File: src/tcp_hop_pkg.sv
// ----------------------------------------------------------------------------
// tcp_hop_pkg
// Shared types, codes and constants of the TCP header and option parser.
// ----------------------------------------------------------------------------
`default_nettype none

package tcp_hop_pkg;

  localparam int MAX_OPTION_BYTES   = 40;
  localparam int FIXED_HEADER_BYTES = 20;
  localparam int KNOWN_KINDS        = 9;
  localparam int FIFO_DEPTH         = 4;
  localparam int FIFO_AW            = $clog2(FIFO_DEPTH);

  localparam logic [15:0] POS_MAX = 16'hFFFF;
  localparam logic [5:0]  REC_MAX = 6'd63;
  localparam logic [3:0]  MIN_OFFSET_WORDS = 4'd5;
  localparam logic [7:0]  KIND_LEN_BYTES = 8'd2;

  localparam logic KIND_OPTION  = 1'b0;
  localparam logic KIND_SUMMARY = 1'b1;

  localparam logic [1:0] ST_OK        = 2'd0;
  localparam logic [1:0] ST_SHORT     = 2'd1;
  localparam logic [1:0] ST_BAD_OFF   = 2'd2;
  localparam logic [1:0] ST_TRUNCATED = 2'd3;

  localparam logic [7:0] OPT_EOL = 8'd0;
  localparam logic [7:0] OPT_NOP = 8'd1;

  // expected total option length per known kind, 0 = single byte or variable
  localparam logic [7:0] EXPECT_LEN [KNOWN_KINDS] = '{
    8'd0, 8'd0, 8'd4, 8'd3, 8'd2, 8'd0, 8'd6, 8'd6, 8'd10
  };

  typedef enum logic [1:0] {
    PH_KIND,
    PH_LEN,
    PH_SKIP
  } phase_t;

  typedef struct packed {
    logic        kind;
    logic [7:0]  option_type;
    logic [7:0]  option_len;
    logic [5:0]  value_offset;
    logic [5:0]  option_index;
    logic [15:0] source_port;
    logic [15:0] destination_port;
    logic [5:0]  header_len;
    logic [1:0]  status;
    logic        last;
  } result_t;

  typedef struct packed {
    logic [1:0] cnt;
    result_t    r0;
    result_t    r1;
  } push_t;

endpackage

`default_nettype wire

File: src/tcp_header_option_parser.sv
// ----------------------------------------------------------------------------
// tcp_header_option_parser
// Byte-stream TCP header and option parser with a small result queue.
// ----------------------------------------------------------------------------
// One segment byte is taken per beat, header byte zero first, tlast on the
// final byte. Each byte is parsed in the cycle it is accepted and yields zero,
// one or two results (an option record, then the header summary), which go
// into a four-entry result queue. A new byte is taken in every cycle while the
// queue has two free entries, so the sustained rate is one byte per cycle as
// long as the output side drains one result per cycle; the output beat rate
// of the queue sets the figure. Results carry tuser = 0 for an option record
// and tuser = 1 for the header summary; tlast marks the last result of a byte.
`default_nettype none

module tcp_header_option_parser (
  input  wire         clk,
  input  wire         rst_n,
  input  wire         in_tvalid,
  output logic        in_tready,
  input  wire  [7:0]  in_tdata,   // [7:0] data_byte
  input  wire         in_tlast,   // last_byte
  output logic        out_tvalid,
  input  wire         out_tready,
  output logic [71:0] out_tdata,  // [7:0] option_type, [15:8] option_len,
                                  // [21:16] value_offset, [27:22] option_index,
                                  // [43:28] source_port, [59:44] destination_port,
                                  // [65:60] header_len, [67:66] status, zero fill
  output logic        out_tuser,  // kind
  output logic        out_tlast   // last
);

  tcp_hop_pkg::push_t   push;
  tcp_hop_pkg::result_t res;
  logic                 accept;
  logic                 space_ok;

  assign in_tready = space_ok;
  assign accept    = in_tvalid && space_ok;

  tcp_hop_core u_core (
    .clk       (clk),
    .rst_n     (rst_n),
    .accept    (accept),
    .data_byte (in_tdata),
    .last_byte (in_tlast),
    .push      (push)
  );

  tcp_hop_fifo u_fifo (
    .clk       (clk),
    .rst_n     (rst_n),
    .push_en   (accept),
    .push      (push),
    .space_ok  (space_ok),
    .out_valid (out_tvalid),
    .out_ready (out_tready),
    .out_res   (res)
  );

  assign out_tdata = {4'd0, res.status, res.header_len, res.destination_port,
                      res.source_port, res.option_index, res.value_offset,
                      res.option_len, res.option_type};
  assign out_tuser = res.kind;
  assign out_tlast = res.last;

endmodule

`default_nettype wire

File: src/tcp_hop_fifo.sv
// ----------------------------------------------------------------------------
// tcp_hop_fifo
// Result queue: takes up to two results per cycle, delivers one per beat.
// ----------------------------------------------------------------------------
`default_nettype none

module tcp_hop_fifo (
  input  wire                   clk,
  input  wire                   rst_n,
  input  wire                   push_en,
  input  wire tcp_hop_pkg::push_t push,
  output logic                  space_ok,
  output logic                  out_valid,
  input  wire                   out_ready,
  output tcp_hop_pkg::result_t  out_res
);

  localparam int AW = tcp_hop_pkg::FIFO_AW;

  tcp_hop_pkg::result_t mem [tcp_hop_pkg::FIFO_DEPTH];

  logic [AW-1:0] wp_r, wp_nxt, rp_r, rp_nxt;
  logic [AW:0]   cnt_r, cnt_nxt;
  logic [1:0]    n_push;
  logic          pop;

  assign n_push    = push_en ? push.cnt : 2'd0;
  assign out_valid = (cnt_r != '0);
  assign pop       = out_valid && out_ready;
  assign out_res   = mem[rp_r];
  assign space_ok  = (cnt_r <= (AW+1)'(tcp_hop_pkg::FIFO_DEPTH - 2));

  always_comb begin
    wp_nxt  = wp_r + AW'(n_push);
    rp_nxt  = rp_r + AW'(pop);
    cnt_nxt = cnt_r + (AW+1)'(n_push) - (AW+1)'(pop);
  end

  always_ff @(posedge clk) begin
    if (!rst_n) begin
      wp_r  <= '0;
      rp_r  <= '0;
      cnt_r <= '0;
    end else begin
      wp_r  <= wp_nxt;
      rp_r  <= rp_nxt;
      cnt_r <= cnt_nxt;
    end
  end

  always_ff @(posedge clk) begin
    if (n_push != 2'd0) begin
      mem[wp_r] <= push.r0;
    end
    if (n_push == 2'd2) begin
      mem[wp_r + AW'(1)] <= push.r1;
    end
  end

endmodule

`default_nettype wire

File: src/tcp_hop_core.sv
// ----------------------------------------------------------------------------
// tcp_hop_core
// Per-byte header capture, option walk and summary generation.
// ----------------------------------------------------------------------------
`default_nettype none

module tcp_hop_core (
  input  wire                 clk,
  input  wire                 rst_n,
  input  wire                 accept,
  input  wire  [7:0]          data_byte,
  input  wire                 last_byte,
  output tcp_hop_pkg::push_t  push
);

  logic [15:0] pos_r, pos_nxt;
  logic [31:0] pp_r, pp_nxt;
  logic [3:0]  ow_r, ow_nxt;
  tcp_hop_pkg::phase_t phase_r, phase_nxt;
  logic [7:0]  pend_r, pend_nxt;
  logic [7:0]  skip_r, skip_nxt;
  logic [5:0]  rec_r, rec_nxt;
  logic        abort_r, abort_nxt;
  logic        sent_r, sent_nxt;

  logic [5:0]  hlen;
  logic [5:0]  voff;
  logic [7:0]  vlen;
  logic [7:0]  exp_len;
  logic        known, in_opts, opt_v, sum_v, ow_ok;
  logic [1:0]  sum_st;
  logic [7:0]  opt_type, opt_len;
  logic [5:0]  opt_voff;
  tcp_hop_pkg::result_t opt_r, sum_r;

  always_comb begin
    pp_nxt  = (pos_r < 16'd4) ? {pp_r[23:0], data_byte} : pp_r;
    ow_nxt  = (pos_r == 16'd12) ? data_byte[7:4] : ow_r;
    hlen    = {ow_nxt, 2'b00};
    ow_ok   = (ow_nxt >= tcp_hop_pkg::MIN_OFFSET_WORDS);
    in_opts = !sent_r && !abort_r && ow_ok &&
              ({1'b0, hlen} <= 7'(tcp_hop_pkg::FIXED_HEADER_BYTES +
                                  tcp_hop_pkg::MAX_OPTION_BYTES)) &&
              (pos_r >= 16'(tcp_hop_pkg::FIXED_HEADER_BYTES)) &&
              (pos_r < {10'd0, hlen});

    known   = (pend_r < 8'(tcp_hop_pkg::KNOWN_KINDS));
    exp_len = known ? tcp_hop_pkg::EXPECT_LEN[pend_r[3:0]] : 8'd0;
    vlen    = data_byte - tcp_hop_pkg::KIND_LEN_BYTES;
    voff    = pos_r[5:0] + 6'd1;

    phase_nxt = phase_r;
    pend_nxt  = pend_r;
    skip_nxt  = skip_r;
    abort_nxt = abort_r;
    opt_v     = 1'b0;
    opt_type  = data_byte;
    opt_len   = 8'd0;
    opt_voff  = 6'd0;

    if (in_opts) begin
      unique case (phase_r)
        tcp_hop_pkg::PH_KIND: begin
          if (data_byte <= tcp_hop_pkg::OPT_NOP) begin
            opt_v = 1'b1;
          end else begin
            pend_nxt  = data_byte;
            phase_nxt = tcp_hop_pkg::PH_LEN;
          end
        end
        tcp_hop_pkg::PH_LEN: begin
          if (data_byte < tcp_hop_pkg::KIND_LEN_BYTES ||
              (exp_len != 8'd0 && data_byte != exp_len)) begin
            abort_nxt = 1'b1;
          end else begin
            opt_v    = known;
            opt_type = pend_r;
            opt_len  = vlen;
            opt_voff = (vlen != 8'd0) ? voff : 6'd0;
            if (vlen != 8'd0) begin
              skip_nxt  = vlen;
              phase_nxt = tcp_hop_pkg::PH_SKIP;
            end else begin
              phase_nxt = tcp_hop_pkg::PH_KIND;
            end
          end
        end
        tcp_hop_pkg::PH_SKIP: begin
          if (skip_r <= 8'd1) begin
            skip_nxt  = 8'd0;
            phase_nxt = tcp_hop_pkg::PH_KIND;
          end else begin
            skip_nxt = skip_r - 8'd1;
          end
        end
        default: phase_nxt = tcp_hop_pkg::PH_KIND;
      endcase
    end

    rec_nxt = (opt_v && rec_r != tcp_hop_pkg::REC_MAX) ? rec_r + 6'd1 : rec_r;

    sum_v  = 1'b0;
    sum_st = tcp_hop_pkg::ST_OK;
    if (!sent_r) begin
      if (pos_r == 16'(tcp_hop_pkg::FIXED_HEADER_BYTES - 1) && !ow_ok) begin
        sum_v  = 1'b1;
        sum_st = tcp_hop_pkg::ST_BAD_OFF;
      end else if (ow_ok && pos_r >= 16'(tcp_hop_pkg::FIXED_HEADER_BYTES - 1) &&
                   pos_r == {10'd0, hlen - 6'd1}) begin
        sum_v  = 1'b1;
        sum_st = tcp_hop_pkg::ST_OK;
      end else if (last_byte) begin
        sum_v  = 1'b1;
        sum_st = (pos_r < 16'(tcp_hop_pkg::FIXED_HEADER_BYTES - 1)) ?
                 tcp_hop_pkg::ST_SHORT : tcp_hop_pkg::ST_TRUNCATED;
      end
    end
    sent_nxt = sent_r || sum_v;

    opt_r              = '0;
    opt_r.kind         = tcp_hop_pkg::KIND_OPTION;
    opt_r.option_type  = opt_type;
    opt_r.option_len   = opt_len;
    opt_r.value_offset = opt_voff;
    opt_r.option_index = rec_r;
    opt_r.last         = !sum_v;

    sum_r        = '0;
    sum_r.kind   = tcp_hop_pkg::KIND_SUMMARY;
    sum_r.status = sum_st;
    sum_r.last   = 1'b1;
    if (sum_st != tcp_hop_pkg::ST_SHORT) begin
      sum_r.source_port      = pp_nxt[31:16];
      sum_r.destination_port = pp_nxt[15:0];
      sum_r.header_len       = hlen;
    end

    push.cnt = {1'b0, opt_v} + {1'b0, sum_v};
    push.r0  = opt_v ? opt_r : sum_r;
    push.r1  = sum_r;

    pos_nxt = (pos_r != tcp_hop_pkg::POS_MAX) ? pos_r + 16'd1 : pos_r;
  end

  always_ff @(posedge clk) begin
    if (!rst_n || (accept && last_byte)) begin
      pos_r   <= '0;
      pp_r    <= '0;
      ow_r    <= '0;
      phase_r <= tcp_hop_pkg::PH_KIND;
      pend_r  <= '0;
      skip_r  <= '0;
      rec_r   <= '0;
      abort_r <= 1'b0;
      sent_r  <= 1'b0;
    end else if (accept) begin
      pos_r   <= pos_nxt;
      pp_r    <= pp_nxt;
      ow_r    <= ow_nxt;
      phase_r <= phase_nxt;
      pend_r  <= pend_nxt;
      skip_r  <= skip_nxt;
      rec_r   <= rec_nxt;
      abort_r <= abort_nxt;
      sent_r  <= sent_nxt;
    end
  end

endmodule

`default_nettype wire

File: config.mk
export PLATFORM = sky130hd
export DESIGN_NAME = tcp_header_option_parser
export DESIGN_NICKNAME = d
export VERILOG_FILES = /design/src/tcp_hop_pkg.sv /design/src/tcp_header_option_parser.sv /design/src/tcp_hop_fifo.sv /design/src/tcp_hop_core.sv
export SDC_FILE = /design/constraint.sdc
export NUM_CORES = 1
export LEC_CHECK = 0
export BUFFER_PORTS_ARGS = -buffer_cell sky130_fd_sc_hd__buf_2
export CAP_MARGIN = 20
export CORE_MARGIN = 4
export CORE_UTILIZATION = 40
export DETAILED_ROUTE_END_ITERATION = 10
export RECOVER_POWER = 25
export SLEW_MARGIN = 20
export SYNTH_ARGS = -nofsm -noshare
export SYNTH_HDL_FRONTEND = slang
export SYNTH_SLANG_ARGS = --single-unit
File: constraint.sdc
create_clock -name clk -period 14.8 [get_ports clk]
set_clock_uncertainty 0.15 [all_clocks]
set_input_delay 2.96 -clock clk [delete_from_list [all_inputs] [get_ports clk]]
set_output_delay 2.96 -clock clk [all_outputs]
set_load 0.03 [all_outputs]
==> impl_metrics.ini, run 1 <==
[outcome]
status = finished, violations left
failed_checks = capacitance limit, slew limit

[cts]
cts_tree = built
cts.clk_slew.worst_paths_ns = 0.06
clock_sinks = 357
hold_buffers = 0
clockBufferDepth = 3
htree_levels = 2
cts_made_buffers = 40
postCtsSetupBuffers = 0
cts_resized = 0
clk_latency_ns = 0.55
cts-root-buf = clkbuf_16

[route]
first_pass_iters = 5
ant_nets = 0
wl_um = 41300
wl_per_cell_um = 19.8
drcViolationCount = 0
vias = 11400
drt-vias-per-instance = 5.48
drtIter0Drc = 912

[global_route]
grt_max_degree = 73
grt_pass1_wl_um = 64700
grt_antenna_before_repair = 0
grt_usage_pct = 18.5
grt_pass1_vias = 11100
grt.overflow.total = 0

[placed_design]
place_inst = 2009
place_congestion = 0.824
dpl.hpwl_um = 25800
portBuffers = 82
pre_cts_ws_ns = 6.38

[power_and_ir_drop]
p_seq_share_pct = 43.0
p_switching_w = 0.000743
swShare_pct = 28.8
p_comb_share_pct = 18.1
power.share.clock_pct = 39.0
p_leak_nw = 5.91
vdd_drop_max_mv = 0.0739
intPower_w = 0.00183
finalPower_w = 0.00258
powerDensity_mw_per_mm2 = 142

[synth]
synth_edf_count = 152
synth_area_per_cell_um2 = 10.9
synthesis.instances = 1476
synth_most_common_cell = nand2_1
async_flop_share_pct = 0
ys_seq_elements = 357
ys_warn_count = 0
yosysTopAreaCell = edfxtp_1
syn-cell-area_mm2 = 0.0161
synth_cell_types = 74
yosysSeqAreaShare_pct = 53.8
synth_area_leaders = edfxtp_1 28%, dfxtp_1 25%, mux4_2 9.5%
synth_commonest_cells = 214 x nand2_1, 205 x dfxtp_1, 203 x nor2_1
yosys.area.top_type_share_pct = 28.3
ys.flop_type = dfxtp_1

[sta]
grt_setup_unrepaired = false
min_period_ns = 9.05
setup_ws_ns = 5.75
slew_headroom_pct = -131
slew_violations = 175
hold_viol_final = 0
fin_setup_tns_ns = 0
max_freq_ghz = 0.110
timing.final.crit_share_pct = 61.2
worst_hold_slack_ns = 0.296
setup_violations = 0
worstMarginPinSlew_ns = 3.46

[worst_setup_path]
r2r_setup_slack_ns = 7.46
crit_start = u_fifo.rp_r[0]
path_max_fanout = 39
ff2ff_path_depth = 17
crit_path_end_kind = output pin
cp-start-kind = register
crit_required_ns = 11.69
critical_path_class = reg2out
crit-reg2reg-launch = u_core.pos_r[2]
arrival_ns = 5.94

[die]
floorplan.die.width_um = 209
initial_core_util_pct = 40.5
core-area_mm2 = 0.0398
pin_count = 89
die_height_um = 209
die_area_mm2 = 0.0436
num_rows = 73

[job]
cap_violations = 4

[hold_path]
worstHoldPathCells = 2
hold_path.class = reg2reg
holdCritStartpoint = u_fifo.mem[3][61]

[finish]
multiInputGateArea_mm2 = 0.00688
area_delta_synth_final_pct = 12.5
drive_gt1_share_pct = 15.1
fillCellCount = 3799
nets = 1562
fin_cells = 2083
seq_area_mm2 = 0.00867
diodes = 0
## per-layer routing
| metal | vias to the layer above | part of all wire [%] | track usage, % | wire, µm |
|---|---|---|---|---|
| met3 | 79 | 4.9 | 3.26 | 2040 |
| met1 | 5636 | 45 | 25.8 | 18600 |
| met2 | 315 | 47 | 29.7 | 19400 |
| met4 | 0 | 3.1 | 5.92 | 1290 |
| li1 | 5377 | - | - | - |
| met5 | - | 0 | 0 | 0 |
## sequential cells by signal (all words and copies together), names as in the netlist, 3 cells and up
register       count
u_core.ow_r        4
u_core.pend_r      8
u_core.pos_r      16
u_core.pp_r       32
u_core.rec_r       6
u_core.skip_r      8
u_fifo.cnt_r       3
u_fifo.mem       272
## area by class of cell
class / instances / share of cell area [%]
clock buffers: 53 / 6.01
clock inverters: 20 / 1.35
inverters: 31 / 0.642
multi-input cells: 998 / 37.9
flip-flops and latches: 357 / 47.8
well taps: 525 / 3.62
repair buffers: 99 / 2.64
## layout by cell type (no fill, tap or decap), types with 30 or more instances in the layout
cell,n
clkbuf_1,61
nand3_1,30
edfxtp_1,152
dfxtp_1,204
nor2_1,202
o21ai_0,102
mux4_2,68
clkbuf_16,40
buf_2,33
a21oi_1,56
nand2_1,213
## worst paths after layout
kind | end
setup / recovery | out_tdata[50]
hold / removal | u_fifo.mem[3][61]
setup reg to reg | u_fifo.mem[3][22]
hold reg to reg | u_fifo.mem[3][61]
## cells by family after synthesis
family,count (synthesis),synth area share [%]
AOI/OAI and AO/OA,235,9.30
xor gates and xnor gates,35,1.90
adders and majority gates,22,1.75
buffers and inverters,126,3.71
DFF,357,53.8
muxes,115,12.7
other,1,0.0233
and+or+nand+nor,585,16.8
## power by group through the flow
| stage | registers, W | logic (W) | clock network [W] |
|---|---|---|---|
| after floorplan | 0.00109 | 0.000372 | 0 |
| after global placement | 0.00113 | 0.000472 | 0 |
| after detailed placement | 0.00113 | 0.000473 | 0 |
| after CTS | 0.00111 | 0.000475 | 0.00103 |
| after global routing | 0.00111 | 0.000504 | 0.00107 |
| final | 0.00111 | 0.000465 | 0.00100 |
## critical path: stages (launching register included)
cell and delay [ns]:
dfxtp_1 1.80, clkbuf_1 2.53, mux4_2 0.79, buf_2 0.21
## stage by stage
step	utilization [%]	area, µm²
after CTS	45.7	18200
final	45.5	18100
after detailed placement	42.3	16900
after global placement	42.3	16900
after global routing	45.5	18100
after floorplan	-	16100
(Power assumes the default switching activity.)
==> run 2, diff against run 1 <==
- clock period: 14.8 -> 8.4 ns (I/O delays scaled with it)
==> impl_metrics.ini, run 2 (synthesis results as in run 1) <==
[sta]
slew_violations = 134
hold_viol_final = 0
timing.final.crit_share_pct = 85.0
slew_headroom_pct = -207
grt_setup_unrepaired = false
setup_violations = 0
fin_setup_tns_ns = 0
max_freq_ghz = 0.140
worstMarginPinSlew_ns = 4.61
worst_hold_slack_ns = 0.296
min_period_ns = 7.14

[worst_setup_path]
cp_common_cell = clkbuf_1
critical_path_class = reg2out
arrival_ns = 5.31
crit_required_ns = 6.57
slowest_stage = clkbuf_1
path_max_fanout = 68
cp-start-kind = register
crit_path_end_kind = output pin
crit_chain = clkbuf_1, mux4_2, clkbuf_1
max_stage_delay_ns = 3.20

[route]
wl_per_cell_um = 19.7
first_pass_iters = 6
drt-vias-per-instance = 5.46
wl_um = 41100
drcViolationCount = 0
drtIter0Drc = 844
vias = 11400
ant_nets = 0

[finish]
diodes = 0
area_delta_synth_final_pct = 11.9
drive_gt1_share_pct = 14.3
final_common_cell = nand2_1
largest_reg_flops = 272
final_cell_area_mm2 = 0.0180
regMostFlops = u_fifo.mem
top_regs = u_fifo.mem: 272 flops, u_core.pp_r: 32 flops, u_core.pos_r: 16 flops
fin_cells = 2083
nets = 1562
fillCellCount = 3801
final_cell_mix = 214 x nand2_1, 203 x dfxtp_1, 202 x nor2_1, 152 x edfxtp_1, 102 x o21ai_0

[placed_design]
portBuffers = 82
place_congestion = 0.862
dpl.hpwl_um = 25500
dpl_cell_area_mm2 = 0.0169
place_inst = 2011

[power_and_ir_drop]
intPower_w = 0.00314
swShare_pct = 29.3
power.share.clock_pct = 37.9
p_switching_w = 0.00130
p_leak_nw = 5.85
powerDensity_mw_per_mm2 = 247
vdd_drop_max_mv = 0.155
p_comb_share_pct = 18.5
finalPower_w = 0.00445
p_seq_share_pct = 43.6

[global_route]
grt_pass1_vias = 11300
grt.overflow.total = 0
grt_pass1_wl_um = 65200
grt_max_degree = 69
grt_antenna_before_repair = 1
grt_usage_pct = 18.5

[die]
initial_core_util_pct = 40.5
floorplan.die.width_um = 209
die_area_mm2 = 0.0436
num_rows = 73
core-area_mm2 = 0.0398
pin_count = 89
die_height_um = 209

[cts]
htree_levels = 2
cts_made_buffers = 39
cts.clk_slew.worst_paths_ns = 0.06
cts-root-buf = clkbuf_16
postCtsSetupBuffers = 0
clock_sinks = 357
clk_latency_ns = 0.54
clockBufferDepth = 3
cts_tree = built
hold_buffers = 0
cts_resized = 0

[outcome]
failed_checks = capacitance limit, slew limit
status = finished, violations left

[job]
cap_violations = 4

[hold_path]
hold_path.class = reg2reg
==> run 2: cell types whose count changed in the layout (fill, tap and decap cells not counted), moves of 3 or more <==
cell	before	now
clkinv_2	6	10
buf_2	33	18
bufinv_16	5	2
buf_4	13	16
and2_0	8	3
clkbuf_1	61	73
and2_1	17	22
==> run 2: through the flow <==
stage / utilization [%] / setup WS (ns)
after floorplan: - / 2.39
after global placement: 42.3 / 1.91
after detailed placement: 42.3 / 1.83
after CTS: 45.5 / 2.05
after global routing: 45.3 / 0.945
final: 45.3 / 1.26
==> run 2: path summary, 6_finish.rpt <==
check | from | cells past startpoint | to | slack (ns)
worst min-delay path | u_fifo.mem[3][69] | 2 | u_fifo.mem[3][69] | 0.30
worst max register to register | u_core.pos_r[0] | 19 | u_fifo.mem[2][12] | 2.02
worst min register to register | u_fifo.mem[3][69] | 2 | u_fifo.mem[3][69] | 0.30
worst max-delay path | u_fifo.rp_r[1] | 3 | out_tdata[47] | 1.26
==> run 2: critical path: cells and delay by family (launching register included) <==
kind | cells | cell delay (ns)
DFF | 1 | 0.34
muxes | 1 | 0.82
buffers and inverters | 2 | 3.55
==> run 2: area by class of cell <==
type	count	area (µm²)	share of cell area (%)
Tap cell	525	657	3.64
Timing Repair Buffer	100	458	2.54
Inverter	31	116	0.646
Multi-Input combinational cell	998	6850	38.0
Clock buffer	52	1100	6.08
Sequential cell	357	8680	48.1
Clock inverter	20	175	0.972
==> run 2: power groups by stage <==
stage	logic [W]	clock network (W)	registers (W)
3_5_place_dp	0.000842	0	0.00198
3_3_place_gp	0.000839	0	0.00198
5_1_grt	0.000891	0.00179	0.00195
4_1_cts	0.000846	0.00173	0.00194
6_report	0.000824	0.00168	0.00194
2_1_floorplan	0.000655	0	0.00193
==> run 2: per-layer routing <==
metal	up-vias	share of wire [%]	wire length, µm	global-route usage (%)
met5	-	0	0	0
met4	0	2.6	1060	5.38
met3	64	5.4	2220	2.84
met2	308	48	19700	30.9
met1	5625	44	18100	25.3
li1	5373	-	-	-
==> run 3, diff against run 2 <==
- ABC_AREA: not set -> 1
- clock period: 8.4 -> 6.9 ns (I/O delays scaled with it)
==> impl_metrics.ini, run 3 <==
[synth]
syn-cell-area_mm2 = 0.0161
yosys.area.top_type_share_pct = 28.3
ys_seq_elements = 357
synth_area_per_cell_um2 = 8.20
synth_commonest_cells = 394 x nor2_1, 312 x o21ai_0, 310 x nand2_1
yosysSeqAreaShare_pct = 53.8
synthesis.instances = 1966
async_flop_share_pct = 0
synth_most_common_cell = nor2_1
ys_warn_count = 0
yosysTopAreaCell = edfxtp_1
synth_edf_count = 152
synth_area_leaders = edfxtp_1 28%, dfxtp_1 25%, o21ai_0 9.7%
synth_cell_types = 42
ys.flop_type = dfxtp_1

[cts]
clockBufferDepth = 3
hold_buffers = 0
cts_tree = built
cts-root-buf = clkbuf_16
htree_levels = 2
clock_sinks = 357
postCtsSetupBuffers = 0
cts_resized = 0
cts_made_buffers = 40
clk_latency_ns = 0.56
cts.clk_slew.worst_paths_ns = 0.06

[finish]
nets = 2042
drive_gt1_share_pct = 7.41
area_delta_synth_final_pct = 12.7
final_common_cell = nor2_1
regMostFlops = u_fifo.mem
diodes = 0
largest_reg_flops = 272
top_regs = u_fifo.mem: 272 flops, u_core.pp_r: 32 flops, u_core.pos_r: 16 flops
final_cell_mix = 397 x nor2_1, 313 x nand2_1, 313 x o21ai_0, 203 x dfxtp_1, 159 x inv_1

[worst_setup_path]
ff2ff_path_depth = 27
critical_path_class = reg2out
crit_path_end_kind = output pin
arrival_ns = 4.29
path_max_fanout = 90
crit_required_ns = 5.37
cp-start-kind = register

[job]
cap_violations = 4

[route]
vias = 13500
highest_layer = met4
drcViolationCount = 0
wl_met1_um = 20200
first_pass_iters = 5
drtIter0Drc = 1001
wl_per_cell_um = 17.6
wl_met2_um = 20700
drt-vias-per-instance = 5.26
ant_nets = 0
met3_length_um = 2860
wl_um = 45000

[die]
num_rows = 73
initial_core_util_pct = 40.5
pin_count = 89
die_area_mm2 = 0.0436
core-area_mm2 = 0.0398
die_height_um = 209
floorplan.die.width_um = 209

[global_route]
grt_max_degree = 91
grt_antenna_before_repair = 0
grt_pass1_wl_um = 71500
grt_usage_pct = 20.2
grt.overflow.total = 0
grt_pass1_vias = 12900

[placed_design]
place_congestion = 0.892
dpl.hpwl_um = 27700
portBuffers = 82

[sta]
min_period_ns = 5.82
max_freq_ghz = 0.172
worstMarginPinSlew_ns = 2.64
worst_hold_slack_ns = 0.286
slew_headroom_pct = -75.7
hold_viol_final = 0
slew_violations = 228
timing.final.crit_share_pct = 84.3
grt_setup_unrepaired = false
setup_violations = 0
fin_setup_tns_ns = 0

[power_and_ir_drop]
vdd_drop_max_mv = 0.242
powerDensity_mw_per_mm2 = 368
p_leak_nw = 6.83

[hold_path]
worstHoldPathCells = 2
hold_path.class = reg2reg

[outcome]
failed_checks = capacitance limit, slew limit
status = finished, violations left
run 3: power by group:
group / total (W) / leakage (nW) / internal, W / switching (W)
clock: 0.00223 / 0.670 / 0.00134 / 0.000887
combinational: 0.00204 / 3.22 / 0.000485 / 0.00155
sequential: 0.00243 / 2.95 / 0.00232 / 0.000108
total: 0.00670 / 6.83 / 0.00415 / 0.00255
run 3: cell type report:
cell class                      count  area (µm²)
Fill cell                        3973       21600
Sequential cell                   357        8670
Multi-Input combinational cell   1337        6320
Clock buffer                       49        1110
Tap cell                          525         657
Inverter                          162         609
Timing Repair Buffer              109         533
Clock inverter                     25         275
run 3: kinds of logic (layout without fill, tap and decap cells):
kind of cell,count (synthesis),in the layout,synth area share [%]
AO/OA/AOI/OAI,473,473,15.6
XOR/XNOR,20,20,1.09
adder cells (fa/ha/maj),22,22,1.75
buffers and inverters,277,345,7.18
flip-flops,357,357,53.8
other,1,6,0.0233
AND/OR/NAND/NOR,816,816,20.6
run 3: critical path: stages (launching register included):
cell and delay (ns):
dfxtp_4 0.73, clkinv_2 0.69, clkbuf_2 1.15, o21ai_0 0.60
o22ai_1 0.25, buf_2 0.24
run 3: metal layers:
metal  track usage, %  up-vias
met5                0        -
met4             6.55        0
met3             4.53       84
met2             32.5      390
met1             27.3     6420
li1                 -     6601
run 3: final timing paths:
path                                   startpoint                 to  slack (ns)
worst max-delay path               u_fifo.rp_r[0]      out_tdata[66]        1.08
worst min-delay path            u_fifo.mem[1][65]  u_fifo.mem[1][65]        0.29
worst min register to register  u_fifo.mem[1][65]  u_fifo.mem[1][65]        0.29
worst max register to register    u_core.pos_r[0]  u_fifo.mem[2][19]        1.23
run 3: metrics by stage:
stage | setup slack (ns) | cells | util (%) | power, W | instance area (µm²)
2_1_floorplan | 1.40 | 1971 | - | 0.00390 | 16100
3_3_place_gp | 1.35 | 2490 | 42.5 | 0.00455 | 16900
3_5_place_dp | 1.20 | 2490 | 42.5 | 0.00456 | 16900
4_1_cts | 1.58 | 2564 | 46.0 | 0.00680 | 18300
5_1_grt | 0.612 | 2564 | 45.7 | 0.00706 | 18200
6_report | 1.08 | 2564 | 45.7 | 0.00670 | 18200
